$ cat src/rtl/core/cpu8_pkg.sv
// ----------------------------------------------------------------------------
// cpu8_pkg
// Types and constants shared by the 8-bit execute unit: instruction classes,
// ALU operation codes, flag positions and the layout of a decoded instruction.
// ----------------------------------------------------------------------------
package cpu8_pkg;

    typedef enum logic [1:0] {
        OPC_ALU   = 2'd0,
        OPC_JUMP  = 2'd1,
        OPC_LOAD  = 2'd2,
        OPC_STORE = 2'd3
    } opcode_t;

    typedef enum logic [4:0] {
        ALU_CLR  = 5'd0,
        ALU_MOV  = 5'd1,
        ALU_AND  = 5'd2,
        ALU_OR   = 5'd3,
        ALU_XOR  = 5'd4,
        ALU_ADD  = 5'd5,
        ALU_ADC  = 5'd6,
        ALU_SUB  = 5'd7,
        ALU_SBB  = 5'd8,
        ALU_TEST = 5'd9,
        ALU_INC  = 5'd10,
        ALU_DEC  = 5'd11,
        ALU_NOT  = 5'd12,
        ALU_NEG  = 5'd13,
        ALU_RND  = 5'd14,
        ALU_SHL  = 5'd15,
        ALU_SHR  = 5'd16,
        ALU_SAR  = 5'd17,
        ALU_RCL  = 5'd18,
        ALU_RCR  = 5'd19
    } alu_op_t;

    // Flag bit positions, shared by the flag register, the update mask and
    // the condition selector of a jump.
    localparam int FLAG_ZERO     = 0;
    localparam int FLAG_SIGN     = 1;
    localparam int FLAG_CARRY    = 2;
    localparam int FLAG_OVERFLOW = 3;

    localparam logic [7:0] SIGN_MASK = 8'h80;

    typedef struct packed {
        logic [3:0] flag_mask;
        logic       always_jump;
        logic       cond_invert;
        logic [1:0] cond_flag;
        logic [7:0] imm_byte;
        logic       load_direct;
        logic       use_imm;
        logic       use_second;
        logic [2:0] reg_second;
        logic [2:0] reg_first;
        logic [4:0] alu_op;
        logic [1:0] opcode;
    } instr_t;

endpackage

$ cat src/rtl/core/cpu8_execute_unit_top.sv
// ----------------------------------------------------------------------------
// cpu8_execute_unit_top
// Execute stage of an 8-bit machine: ALU with masked flag updates, jumps,
// loads and stores against a register file and a 256-byte data memory.
// ----------------------------------------------------------------------------
// The unit takes one decoded instruction per clock cycle while the result
// side does not stall it, and gives exactly one result transaction for
// each. An accepted instruction is held in an input register together with
// its register file operands and the data memory word that a load would
// read, all captured at acceptance; from that register the ALU, the jump
// test and the load/store selection run, and the result register is loaded
// when the output is free. Results of the instruction ahead are forwarded
// into the operand and memory reads, so dependent instructions still issue
// back to back; the cycle is set by that forwarding path from the ALU into
// the load address and the memory read. The data memory and the register
// file read as zero after reset (the memory through one valid bit per
// entry), so no clearing pass is needed and the unit is ready at once.
// Backpressure on the result side stalls the unit with no loss.
module cpu8_execute_unit_top
    import cpu8_pkg::*;
#(
    parameter int NUM_REGS  = 8,
    parameter int MEM_DEPTH = 256
)
(
    input  logic        clk,
    input  logic        rst_n,
    input  logic        s_axis_tvalid,
    output logic        s_axis_tready,
    // alu_op[4:0], reg_first[7:5], reg_second[10:8], use_second[11],
    // use_imm[12], load_direct[13], imm_byte[21:14], cond_flag[23:22],
    // cond_invert[24], always_jump[25], flag_mask[29:26], zero[31:30]
    input  logic [31:0] s_axis_tdata,
    // opcode[1:0]
    input  logic [1:0]  s_axis_tuser,
    output logic        m_axis_tvalid,
    input  logic        m_axis_tready,
    // jump_taken[0], jump_target[8:1], write_value[16:9], flags_now[20:17],
    // zero[23:21]
    output logic [23:0] m_axis_tdata
);

    localparam int REG_AW = (NUM_REGS > 1) ? $clog2(NUM_REGS) : 1;
    localparam int MEM_AW = (MEM_DEPTH > 1) ? $clog2(MEM_DEPTH) : 1;

    // Architectural state
    logic [7:0]  rf_reg [NUM_REGS];
    logic [3:0]  flag_reg;
    logic [7:0]  data_mem [MEM_DEPTH];
    logic        mem_valid_reg [MEM_DEPTH];

    // Input register
    logic        in_v_reg;
    instr_t      item_reg;
    logic [7:0]  rd1_reg;
    logic [7:0]  rd2_reg;
    logic [7:0]  mem_word_reg;
    logic        mem_ok_reg;
    logic        mem_fwd_reg;
    logic [7:0]  mem_fwd_data_reg;

    // Result register
    logic        out_v_reg;
    logic        out_taken_reg;
    logic [7:0]  out_target_reg;
    logic [7:0]  out_wval_reg;
    logic [3:0]  out_flags_reg;

    instr_t      in_item;
    logic        advance;
    logic        accept;

    // Execute signals
    opcode_t     ex_opc;
    logic [7:0]  ex_a;
    logic [7:0]  ex_b;
    logic [7:0]  ex_ob;
    logic        ex_carry_in;
    logic [8:0]  ex_r;
    logic        ex_subclass;
    logic [3:0]  ex_nf;
    logic [3:0]  flag_next;
    logic [7:0]  ex_mem_val;
    logic [7:0]  ex_src;
    logic [7:0]  ex_dest;
    logic        ex_cond;
    logic        ex_taken;
    logic [7:0]  ex_target;
    logic [7:0]  ex_wval;
    logic [7:0]  ex_st_addr;
    logic        reg_we;
    logic        mem_we;

    // Operand capture
    logic [7:0]  rd1_next;
    logic [7:0]  rd2_next;
    logic [7:0]  ld_addr;
    logic        ld_in_range;
    logic        mem_ok_next;
    logic        mem_fwd_next;

    assign in_item       = instr_t'({s_axis_tdata[29:0], s_axis_tuser});
    assign advance       = in_v_reg && (!out_v_reg || m_axis_tready);
    assign s_axis_tready = !in_v_reg || advance;
    assign accept        = s_axis_tvalid && s_axis_tready;

    assign m_axis_tvalid = out_v_reg;
    assign m_axis_tdata  = {3'b000, out_flags_reg, out_wval_reg, out_target_reg,
                            out_taken_reg};

    // ------------------------------------------------------------------
    // Execute
    // ------------------------------------------------------------------
    always_comb
    begin
        ex_opc      = opcode_t'(item_reg.opcode);
        ex_a        = rd1_reg;
        ex_b        = item_reg.use_second ? rd2_reg : 8'h00;
        ex_ob       = ex_b;
        ex_carry_in = flag_reg[FLAG_CARRY];
        ex_subclass = 1'b0;
        case (alu_op_t'(item_reg.alu_op))
            ALU_CLR:  ex_r = 9'h000;
            ALU_MOV:  ex_r = {1'b0, ex_b};
            ALU_AND:  ex_r = {1'b0, ex_a & ex_b};
            ALU_OR:   ex_r = {1'b0, ex_a | ex_b};
            ALU_XOR:  ex_r = {1'b0, ex_a ^ ex_b};
            ALU_ADD:  ex_r = {1'b0, ex_a} + {1'b0, ex_b};
            ALU_ADC:  ex_r = {1'b0, ex_a} + {1'b0, ex_b} + {8'h00, ex_carry_in};
            ALU_SUB:
            begin
                ex_r        = {1'b0, ex_a} - {1'b0, ex_b};
                ex_subclass = 1'b1;
            end
            ALU_SBB:
            begin
                ex_r        = {1'b0, ex_a} - {1'b0, ex_b} - {8'h00, ex_carry_in};
                ex_subclass = 1'b1;
            end
            ALU_TEST:
            begin
                ex_r        = {1'b0, ex_a};
                ex_subclass = 1'b1;
            end
            ALU_INC:
            begin
                ex_r  = {1'b0, ex_a} + 9'd1;
                ex_ob = 8'h01;
            end
            ALU_DEC:
            begin
                ex_r        = {1'b0, ex_a} - 9'd1;
                ex_ob       = 8'h01;
                ex_subclass = 1'b1;
            end
            ALU_NOT:  ex_r = {1'b0, ~ex_a};
            ALU_NEG:  ex_r = {1'b0, ex_a ^ SIGN_MASK};
            ALU_RND:  ex_r = 9'h000;
            ALU_SHL:  ex_r = {1'b0, ex_a[6:0], 1'b0};
            ALU_SHR:  ex_r = {2'b00, ex_a[7:1]};
            ALU_SAR:  ex_r = {1'b0, ex_a[7], ex_a[7:1]};
            ALU_RCL:  ex_r = {1'b0, ex_a[6:0], ex_carry_in};
            ALU_RCR:  ex_r = {1'b0, ex_carry_in, ex_a[7:1]};
            default:  ex_r = {1'b0, ex_a};
        endcase

        ex_nf[FLAG_ZERO]  = (ex_r == 9'h000);
        ex_nf[FLAG_SIGN]  = ex_r[7];
        ex_nf[FLAG_CARRY] = ex_r[8];
        if (ex_subclass)
        begin
            ex_nf[FLAG_OVERFLOW] = (ex_a[7] ^ ex_ob[7]) & (ex_a[7] ^ ex_r[7]);
        end
        else
        begin
            ex_nf[FLAG_OVERFLOW] = (ex_a[7] ^ ex_r[7]) & (ex_ob[7] ^ ex_r[7]);
        end

        // Load source and the memory word, forwarded from a store ahead.
        ex_src = item_reg.use_imm ? item_reg.imm_byte : rd2_reg;
        if (mem_fwd_reg)
        begin
            ex_mem_val = mem_fwd_data_reg;
        end
        else
        begin
            ex_mem_val = mem_ok_reg ? mem_word_reg : 8'h00;
        end

        ex_dest    = item_reg.use_imm ? item_reg.imm_byte : rd1_reg;
        ex_cond    = flag_reg[item_reg.cond_flag] ^ item_reg.cond_invert;
        ex_st_addr = ex_dest;

        flag_next = flag_reg;
        ex_taken  = 1'b0;
        ex_target = 8'h00;
        ex_wval   = 8'h00;
        reg_we    = 1'b0;
        mem_we    = 1'b0;
        case (ex_opc)
            OPC_ALU:
            begin
                flag_next = (flag_reg & ~item_reg.flag_mask) | (ex_nf & item_reg.flag_mask);
                ex_wval   = ex_r[7:0];
                reg_we    = 1'b1;
            end
            OPC_JUMP:
            begin
                ex_taken  = item_reg.always_jump || ex_cond;
                ex_target = ex_taken ? ex_dest : 8'h00;
            end
            OPC_LOAD:
            begin
                ex_wval = item_reg.load_direct ? ex_src : ex_mem_val;
                reg_we  = 1'b1;
            end
            OPC_STORE:
            begin
                ex_wval = rd2_reg;
                mem_we  = (32'(ex_st_addr) < MEM_DEPTH);
            end
            default:
            begin
                ex_wval = 8'h00;
            end
        endcase
        reg_we = reg_we && advance && (32'(item_reg.reg_first) < NUM_REGS);
        mem_we = mem_we && advance;
    end

    // ------------------------------------------------------------------
    // Operand capture with forwarding from the instruction now retiring
    // ------------------------------------------------------------------
    always_comb
    begin
        if (reg_we && (in_item.reg_first == item_reg.reg_first))
        begin
            rd1_next = ex_wval;
        end
        else if (32'(in_item.reg_first) < NUM_REGS)
        begin
            rd1_next = rf_reg[REG_AW'(in_item.reg_first)];
        end
        else
        begin
            rd1_next = 8'h00;
        end

        if (reg_we && (in_item.reg_second == item_reg.reg_first))
        begin
            rd2_next = ex_wval;
        end
        else if (32'(in_item.reg_second) < NUM_REGS)
        begin
            rd2_next = rf_reg[REG_AW'(in_item.reg_second)];
        end
        else
        begin
            rd2_next = 8'h00;
        end

        ld_addr      = in_item.use_imm ? in_item.imm_byte : rd2_next;
        ld_in_range  = (32'(ld_addr) < MEM_DEPTH);
        mem_ok_next  = ld_in_range && mem_valid_reg[MEM_AW'(ld_addr)];
        mem_fwd_next = mem_we && (ld_addr == ex_st_addr);
    end

    // ------------------------------------------------------------------
    // Control and state registers
    // ------------------------------------------------------------------
    always_ff @(posedge clk or negedge rst_n)
    begin
        if (!rst_n)
        begin
            in_v_reg    <= 1'b0;
            out_v_reg   <= 1'b0;
            flag_reg    <= 4'h0;
            mem_ok_reg  <= 1'b0;
            mem_fwd_reg <= 1'b0;
            for (int i = 0; i < NUM_REGS; i++)
            begin
                rf_reg[i] <= 8'h00;
            end
            for (int i = 0; i < MEM_DEPTH; i++)
            begin
                mem_valid_reg[i] <= 1'b0;
            end
        end
        else
        begin
            if (accept)
            begin
                in_v_reg    <= 1'b1;
                mem_ok_reg  <= mem_ok_next;
                mem_fwd_reg <= mem_fwd_next;
            end
            else if (advance)
            begin
                in_v_reg <= 1'b0;
            end

            if (advance)
            begin
                out_v_reg <= 1'b1;
                flag_reg  <= flag_next;
            end
            else if (m_axis_tready)
            begin
                out_v_reg <= 1'b0;
            end

            if (reg_we)
            begin
                rf_reg[REG_AW'(item_reg.reg_first)] <= ex_wval;
            end
            if (mem_we)
            begin
                mem_valid_reg[MEM_AW'(ex_st_addr)] <= 1'b1;
            end
        end
    end

    // Payload registers
    always_ff @(posedge clk)
    begin
        if (accept)
        begin
            item_reg         <= in_item;
            rd1_reg          <= rd1_next;
            rd2_reg          <= rd2_next;
            mem_fwd_data_reg <= ex_wval;
        end
        if (advance)
        begin
            out_taken_reg  <= ex_taken;
            out_target_reg <= ex_target;
            out_wval_reg   <= ex_wval;
            out_flags_reg  <= flag_next;
        end
    end

    // Data memory: one write port, one registered read port.
    always_ff @(posedge clk)
    begin
        if (mem_we)
        begin
            data_mem[MEM_AW'(ex_st_addr)] <= ex_wval;
        end
        if (accept)
        begin
            mem_word_reg <= data_mem[MEM_AW'(ld_addr)];
        end
    end

    // ------------------------------------------------------------------
    // Assertions
    // ------------------------------------------------------------------
    a_flags_hold: assert property (@(posedge clk) disable iff (!rst_n)
        !advance |=> $stable(flag_reg))
        else $error("flags changed without a retiring instruction");

    a_stall_blocks_input: assert property (@(posedge clk) disable iff (!rst_n)
        (in_v_reg && out_v_reg && !m_axis_tready) |-> !s_axis_tready)
        else $error("input taken while both stages are stalled");

    a_retire_gives_result: assert property (@(posedge clk) disable iff (!rst_n)
        advance |=> out_v_reg)
        else $error("retired instruction produced no result");

    a_untaken_target_zero: assert property (@(posedge clk) disable iff (!rst_n)
        (out_v_reg && !out_taken_reg) |-> (out_target_reg == 8'h00))
        else $error("jump target set for an instruction that did not jump");

    a_store_only_writes_mem: assert property (@(posedge clk) disable iff (!rst_n)
        mem_we |-> (advance && (ex_opc == OPC_STORE) && !reg_we))
        else $error("memory written by an instruction other than a store");

endmodule
$ cat config.mk
export PLATFORM = sky130hd
export DESIGN_NAME = cpu8_execute_unit_top
export DESIGN_NICKNAME = d
export VERILOG_FILES = /design/src/rtl/core/cpu8_pkg.sv /design/src/rtl/core/cpu8_execute_unit_top.sv
export SDC_FILE = /design/constraint.sdc
export NUM_CORES = 2
export LEC_CHECK = 0
export BUFFER_PORTS_ARGS = -buffer_cell sky130_fd_sc_hd__clkbuf_2
export CAP_MARGIN = 0
export CORE_ASPECT_RATIO = 1.75
export CORE_MARGIN = 2
export CORE_UTILIZATION = 45
export DETAILED_ROUTE_END_ITERATION = 16
export PLACE_DENSITY_LB_ADDON = 0.25
export SLEW_MARGIN = 10
export SYNTH_ARGS = -nofsm -noshare
export SYNTH_HDL_FRONTEND = slang
export SYNTH_SLANG_ARGS = --single-unit
$ cat constraint.sdc
create_clock -name clk -period 18.1 [get_ports clk]
set_clock_uncertainty 0.15 [all_clocks]
set_input_delay 1.81 -clock clk [delete_from_list [all_inputs] [get_ports clk]]
set_output_delay 1.81 -clock clk [all_outputs]
set_load 0.02 [all_outputs]
=== Word-level counts from Yosys, hierarchy flattened ===
Memory sizes are Yosys's and may differ from the RTL's. A register that Yosys moved wholly into a read port is not among the register bits.
Index checks and enable logic that the tools add are counted.

* Flip-flop bits (word level): 402
* Input port bits: 38
* Memories kept: 1
* Memory bits (writable): 2048
* Output and inout port bits: 26

{| class="wikitable"
|+ Memory list
! name !! depth !! width !! rd ports !! clocked after Yosys merged registers in !! write ports !! RTL line !! RTL
|-
| data_mem || 256 || 8 || 1 || 1 || 1 || cpu8_execute_unit_top.sv:49 || <nowiki>logic [7:0] data_mem [MEM_DEPTH];</nowiki>
|}

* Add/subtract/negate cells: 6
* Reductions and logical operators: 24
* Magnitude comparators: 8
* Muxes and demuxes: 39
* Bitwise logic cells: 21
* Eq/ne operators: 25

{| class="wikitable"
|+ Operators by type and width
! operator !! number
|-
| OR 256 bit || 1
|-
| case mux 9 bit (18 select lines) || 1
|-
| two-way mux 8 bit || 15
|-
| bitwise mux 64 bit || 1
|-
| binary-select mux 8 bit (select 3 bit) || 2
|-
| equality test 5 x 4 -> 1 bit, second input constant || 8
|-
| demux 8 bit (select 3 bit) || 1
|-
| case mux 8 bit (3 select lines) || 1
|-
| equality test 5 x 3 -> 1 bit, second input constant || 4
|-
| equality test 5 bit, second input constant || 4
|-
| greater-or-equal comparator 9 bit, second input constant || 2
|-
| inverter 8 -> 9 bit || 2
|-
| two-way mux 1 bit || 14
|-
| greater-or-equal comparator 4 bit, second input constant || 3
|-
| inverter 3 -> 4 bit || 3
|-
| equality test 5 x 2 -> 1 bit, second input constant || 2
|-
| adder 8 x 1 -> 9 bit, second input constant || 1
|-
| adder 8 x 8 -> 9 bit || 1
|-
| adder 9 x 1 -> 9 bit || 1
|-
| logical AND 1 bit || 9
|-
| zero test 9 bit || 1
|-
| < comparator 9 x 1 -> 1 bit, second input constant || 1
|-
| subtractor 8 x 1 -> 9 bit, second input constant || 1
|-
| subtractor 8 x 8 -> 9 bit || 1
|-
| 30 further kinds || 43
|}

=== Depth between registers and ports, before layout ===
* Word-level depth: 11
* Gate-level depth with buffers: 27
* Mapped depth without buffers: 20

=== Worst setup path before layout ===
OpenSTA, ideal clock, no wires.

* Path kind: register to register
* Start point: register item_reg[4] (netlist name)
* End point: memory data_mem[0][7] (data pin)
* Data arrival time: 6.811 ns
* Period minus slack after synthesis: 8.009 ns
* Stages on the path, launching flop included: 15
* Path slack: 10.091 ns
* Required time: 16.903 ns
* Library setup time: 1.047 ns
* Cell sequence: edfxtp_1 buf_4 nand2b_1 nor2_1 nand2_1 inv_1 ha_1 a211oi_1 o21ai_0 a41o_1 xnor2_1 o221ai_1 nor3_1 o221ai_1 clkbuf_1

* Cells in the longest elaborated chain, start to end: 4
* Elaborated cells on any way between the ends: 22

{| class="wikitable"
|+ Ends and longest elaborated chain
! element !! RTL line !! RTL
|-
| start, declared || cpu8_execute_unit_top.sv:54 || <nowiki>instr_t item_reg;</nowiki>
|-
| start signal, assigned || cpu8_execute_unit_top.sv:328 || <nowiki>item_reg <= in_item;</nowiki>
|-
| equality test 5 x 4 -> 1 bit or zero test 5 bit (tied branches) || cpu8_execute_unit_top.sv:122 || <nowiki>case (alu_op_t'(item_reg.alu_op))</nowiki>
|-
| OR reduction 2 bit (no source line) || -- ||
|-
| case mux 9 bit (18 select lines) (*) || cpu8_execute_unit_top.sv:122 ||
|-
| case mux 8 bit (3 select lines) (*) || cpu8_execute_unit_top.sv:200 || <nowiki>case (ex_opc)</nowiki>
|-
| named net ex_wval[7] || cpu8_execute_unit_top.sv:89 || <nowiki>logic [7:0] ex_wval;</nowiki>
|-
| end, declared || cpu8_execute_unit_top.sv:49 ||
|}

Mark *: on every way through the listed nets, which the timed path passes. The rest lies on a longest branch.

=== Worst setup path in the final report ===
* Start point: register item_reg[4] (netlist name)
* End point: register mem_word_reg[3] (read register of data_mem) (data pin)

* Cells in the longest elaborated chain, start to end: 6
* Elaborated cells on any way between the ends: 24

{| class="wikitable"
|+ Ends and longest elaborated chain
! element !! RTL line !! RTL
|-
| equality test 5 x 4 -> 1 bit or zero test 5 bit (tied branches) || cpu8_execute_unit_top.sv:122 ||
|-
| OR reduction 2 bit (no source line) || -- ||
|-
| case mux 9 bit (18 select lines) (*) || cpu8_execute_unit_top.sv:122 ||
|-
| case mux 8 bit (3 select lines) (*) || cpu8_execute_unit_top.sv:200 ||
|-
| two-way mux 8 bit (*) || cpu8_execute_unit_top.sv:249 || <nowiki>if (reg_we && (in_item.reg_second == item_reg.reg_first))</nowiki>
|-
| two-way mux 8 bit (*) || cpu8_execute_unit_top.sv:262 || <nowiki>ld_addr = in_item.use_imm ? in_item.imm_byte : rd2_next;</nowiki>
|-
| end, declared || cpu8_execute_unit_top.sv:57 || <nowiki>logic [7:0] mem_word_reg;</nowiki>
|}

Mark *: on every way between the ends. The rest lies on a longest branch, timed or not.
A chain may end at the register's enable or synchronous reset.

==> flow_metrics.env <==
export IMPL_arrival_ns=9.14
export IMPL_timing_final_crit_share_pct=48.0
export IMPL_hold_end="mem_valid_reg[65]$_DFFE_PN0P_"
export IMPL_tns_ns=0
export IMPL_synth_seq_cells=2458
export IMPL_r2r_cells=19
export IMPL_crit_top_cell="buf_4"
export IMPL_drv_slew=0
export IMPL_drive_gt1_share_pct=15.1
export IMPL_status="complete, no violations"
export IMPL_synth_area_per_cell_um2=14.3
export IMPL_critPathKind="flop to flop"
export IMPL_clkSinkCount=2458
export IMPL_slew_headroom_pct=14.7
export IMPL_crit_fanout=93
export IMPL_routedLengthMet1_um=111000
export IMPL_globalRouteTotalUtil_pct=27.4
export IMPL_die_width_um=363
export IMPL_die_height_um=632
export IMPL_htreeDepth=4
export IMPL_placementRows=230
export IMPL_max_freq_mhz=115
export IMPL_fill_cells=18900
export IMPL_layout_min_cycle_time_ns=8.69
export IMPL_ir_drop_mv=0.0830
export IMPL_cap_violations=0
export IMPL_first_global_vias=61300
export IMPL_path_cells="buf_4 -> nand2b_1 -> nor2_1 -> nand2_1 -> fa_1 -> and2_1 -> o31ai_1 -> a2111oi_1 -> a31oi_2 -> a21o_4 -> buf_4 -> buf_4 -> buf_12 -> mux2i_1 -> o221ai_1 -> or4_1 -> o21ai_0 -> a2bb2oi_1 -> or4b_1"
export IMPL_holdBufCountCts=0
export IMPL_reg2reg_to="mem_word_reg[3]$_DFFE_PP_"
export IMPL_synthFlopType="edfxtp_1"
export IMPL_finalHoldViolCount=0
export IMPL_setup_viol=0
export IMPL_synth_seq_area_share_pct=71.1
export IMPL_startpoint="item_reg[4]$_DFFE_PP_"
export IMPL_syn_cell_area_mm2=0.101
export IMPL_clkLatencyLatePin_ns=0.86
export IMPL_place_ws_ns=8.86
export IMPL_grt_ovfl_total=0
export IMPL_cp_required_ns=18.55
export IMPL_r2r_slack_ns=9.41
export IMPL_synth_edff_count=2130
export IMPL_core_area_mm2=0.224
export IMPL_antenna_found_initial=8
export IMPL_powerDensity_mw_per_mm2=121
export IMPL_grt_setup_unrepaired="no"
export IMPL_synthCells=7093
export IMPL_vias=62600
export IMPL_cts_tree="done"
export IMPL_nets=7170
export IMPL_drt_iter0_drc=7007
export IMPL_drcViolationCount=0
export IMPL_top_layer_used="met5"
export IMPL_hold_slack_ns=0.314
export IMPL_first_pass_iters=6
export IMPL_crit_path_max_incr_delay_ns=0.72
export IMPL_gp_congestion=0.902
export IMPL_die_area_mm2=0.229
export IMPL_worstHoldPathCells=1
export IMPL_via_per_inst=6.15
export IMPL_grt_pass1_wl_um=451000
export IMPL_tightest_slew_ns=1.27
export IMPL_power_leakage_nw=39.4
export IMPL_root_buffer="clkbuf_16"
export IMPL_numPortBuffers=58
export IMPL_slowest_stage="buf_4"
export IMPL_start_kind="flop"
export IMPL_hold_start="mem_valid_reg[65]$_DFFE_PN0P_"
export IMPL_synth_cell_type_count=99
export IMPL_grt_max_degree=177
export IMPL_met2_length_um=158000
export IMPL_cts_clk_slew_worst_paths_ns=0.07
export IMPL_post_cts_setup_buffers=0
export IMPL_ant_nets=0
export IMPL_clockBufferDepth=4
export IMPL_initial_core_util_pct=45.3
export IMPL_wl_met3_um=23300
export IMPL_area_growth_pct=10.0
export IMPL_min_path_type="flop to flop"
export IMPL_yosysWarnings=0
export IMPL_detail_route_wl_per_cell_um=31.3
export IMPL_layout_setup_ws_ns=9.41
export IMPL_dpl_hpwl_um=197000
export IMPL_io_pins=64
export IMPL_synthArstFlopShare_pct=13.3
export IMPL_cts_resized=0
export IMPL_wl_um=319000
export IMPL_cts_buffers=213
export IMPL_largest_reg_flops=2048
export IMPL_setup_worst_path_end_class="flop"
export IMPL_r2r_start="item_reg[4]$_DFFE_PP_"
cells in the final DEF, fill, tap and decap left out, drive strengths merged, types with 64 or more instances in the layout:
master	netlist	final
a21oi	326	326
a31oi	64	64
and3	68	68
buf	323	162
clkbuf	112	355
dfrtp	328	328
edfxtp	2130	2130
mux2i	305	305
mux4	211	211
nand2	1282	1282
nand3	390	390
nor2	378	378
o21ai	103	103
o22ai	96	96
or2	257	257
layout make-up:
type | count | area [µm²] | area share, %
clock inverters | 91 | 930 | 0.833
repair buffers | 219 | 1630 | 1.46
multi-input cells | 4157 | 27000 | 24.2
flip-flops and latches | 2458 | 72200 | 64.7
inverters | 45 | 221 | 0.198
diodes | 9 | 22.5 | 0.0202
clock buffers | 298 | 5970 | 5.35
well taps | 2900 | 3630 | 3.25
worst max-delay path: cells and delay by family (launching register included):
| kind | cells | cell delay (ns) |
|---|---|---|
| fa+ha+maj | 1 | 0.48 |
| buf+inv | 4 | 2.09 |
| mux | 1 | 0.26 |
| flops | 1 | 0.38 |
| compound gates | 7 | 2.71 |
| simple gates | 6 | 2.05 |
cells by family after synthesis:
logic type	Yosys count	synth area share, %
mux	551	8.08
simple gates	2625	11.7
compound gates	899	5.77
xor+xnor	41	0.381
flops	2458	71.1
buf+inv	480	2.43
other cells	1	0.00370
fa+ha+maj	38	0.491
report_power, final:
part,switching [mW],leakage [nW],total [mW],internal (mW)
clock,2.05,3.37,4.61,2.56
combinational,1.74,12.2,2.42,0.678
sequential,0.0735,23.9,6.50,6.42
total,3.87,39.4,13.5,9.66
through the flow:
stage / instance area (µm²) / total power, mW / cells / utilization, %
after floorplan: 101000 / 8.04 / 7095 / -
after global placement: 105000 / 8.97 / 9779 / 46.7
after detailed placement: 105000 / 9.00 / 9779 / 46.7
after CTS: 112000 / 13.5 / 10200 / 49.8
after global routing: 112000 / 13.9 / 10200 / 49.8
final: 112000 / 13.5 / 10200 / 49.8
routing by layer:
metal	global-route usage, %	vias up
li1	-	26600
met1	32.1	32100
met2	46.2	3028
met3	3.80	821
met4	20.1	4
met5	0	-
cell usage after synthesis, types with 52 or more instances:
library cell	count	area [µm²]
nor2_1	378	1420
nor4_1	53	332
edfxtp_1	2130	64000
nand2_1	1280	4800
buf_4	82	616
dfrtp_1	328	8210
or2_2	256	1600
o21ai_0	97	485
mux4_2	211	4750
nand3_1	386	1930
a21oi_1	323	1620
buf_2	209	1050
a31oi_1	63	394
mux2i_1	305	3050
nor3_1	52	260
o22ai_1	96	601
and3_1	68	425
clkbuf_1	112	420
worst max-delay path by stage:
stage                                     end  slack (ns)  cells past startpoint
finish              mem_word_reg[3]$_DFFE_PP_        9.41                     19
global route        mem_word_reg[3]$_DFFE_PP_        9.25                     19
CTS                 mem_word_reg[3]$_DFFE_PP_        9.46                     19
detailed placement  mem_word_reg[5]$_DFFE_PP_        8.86                     17
global placement    mem_word_reg[5]$_DFFE_PP_        8.88                     17
floorplan            data_mem[0][7]$_DFFE_PP_       10.09                     14
No activity file was read; power rests on OpenSTA's default activity.
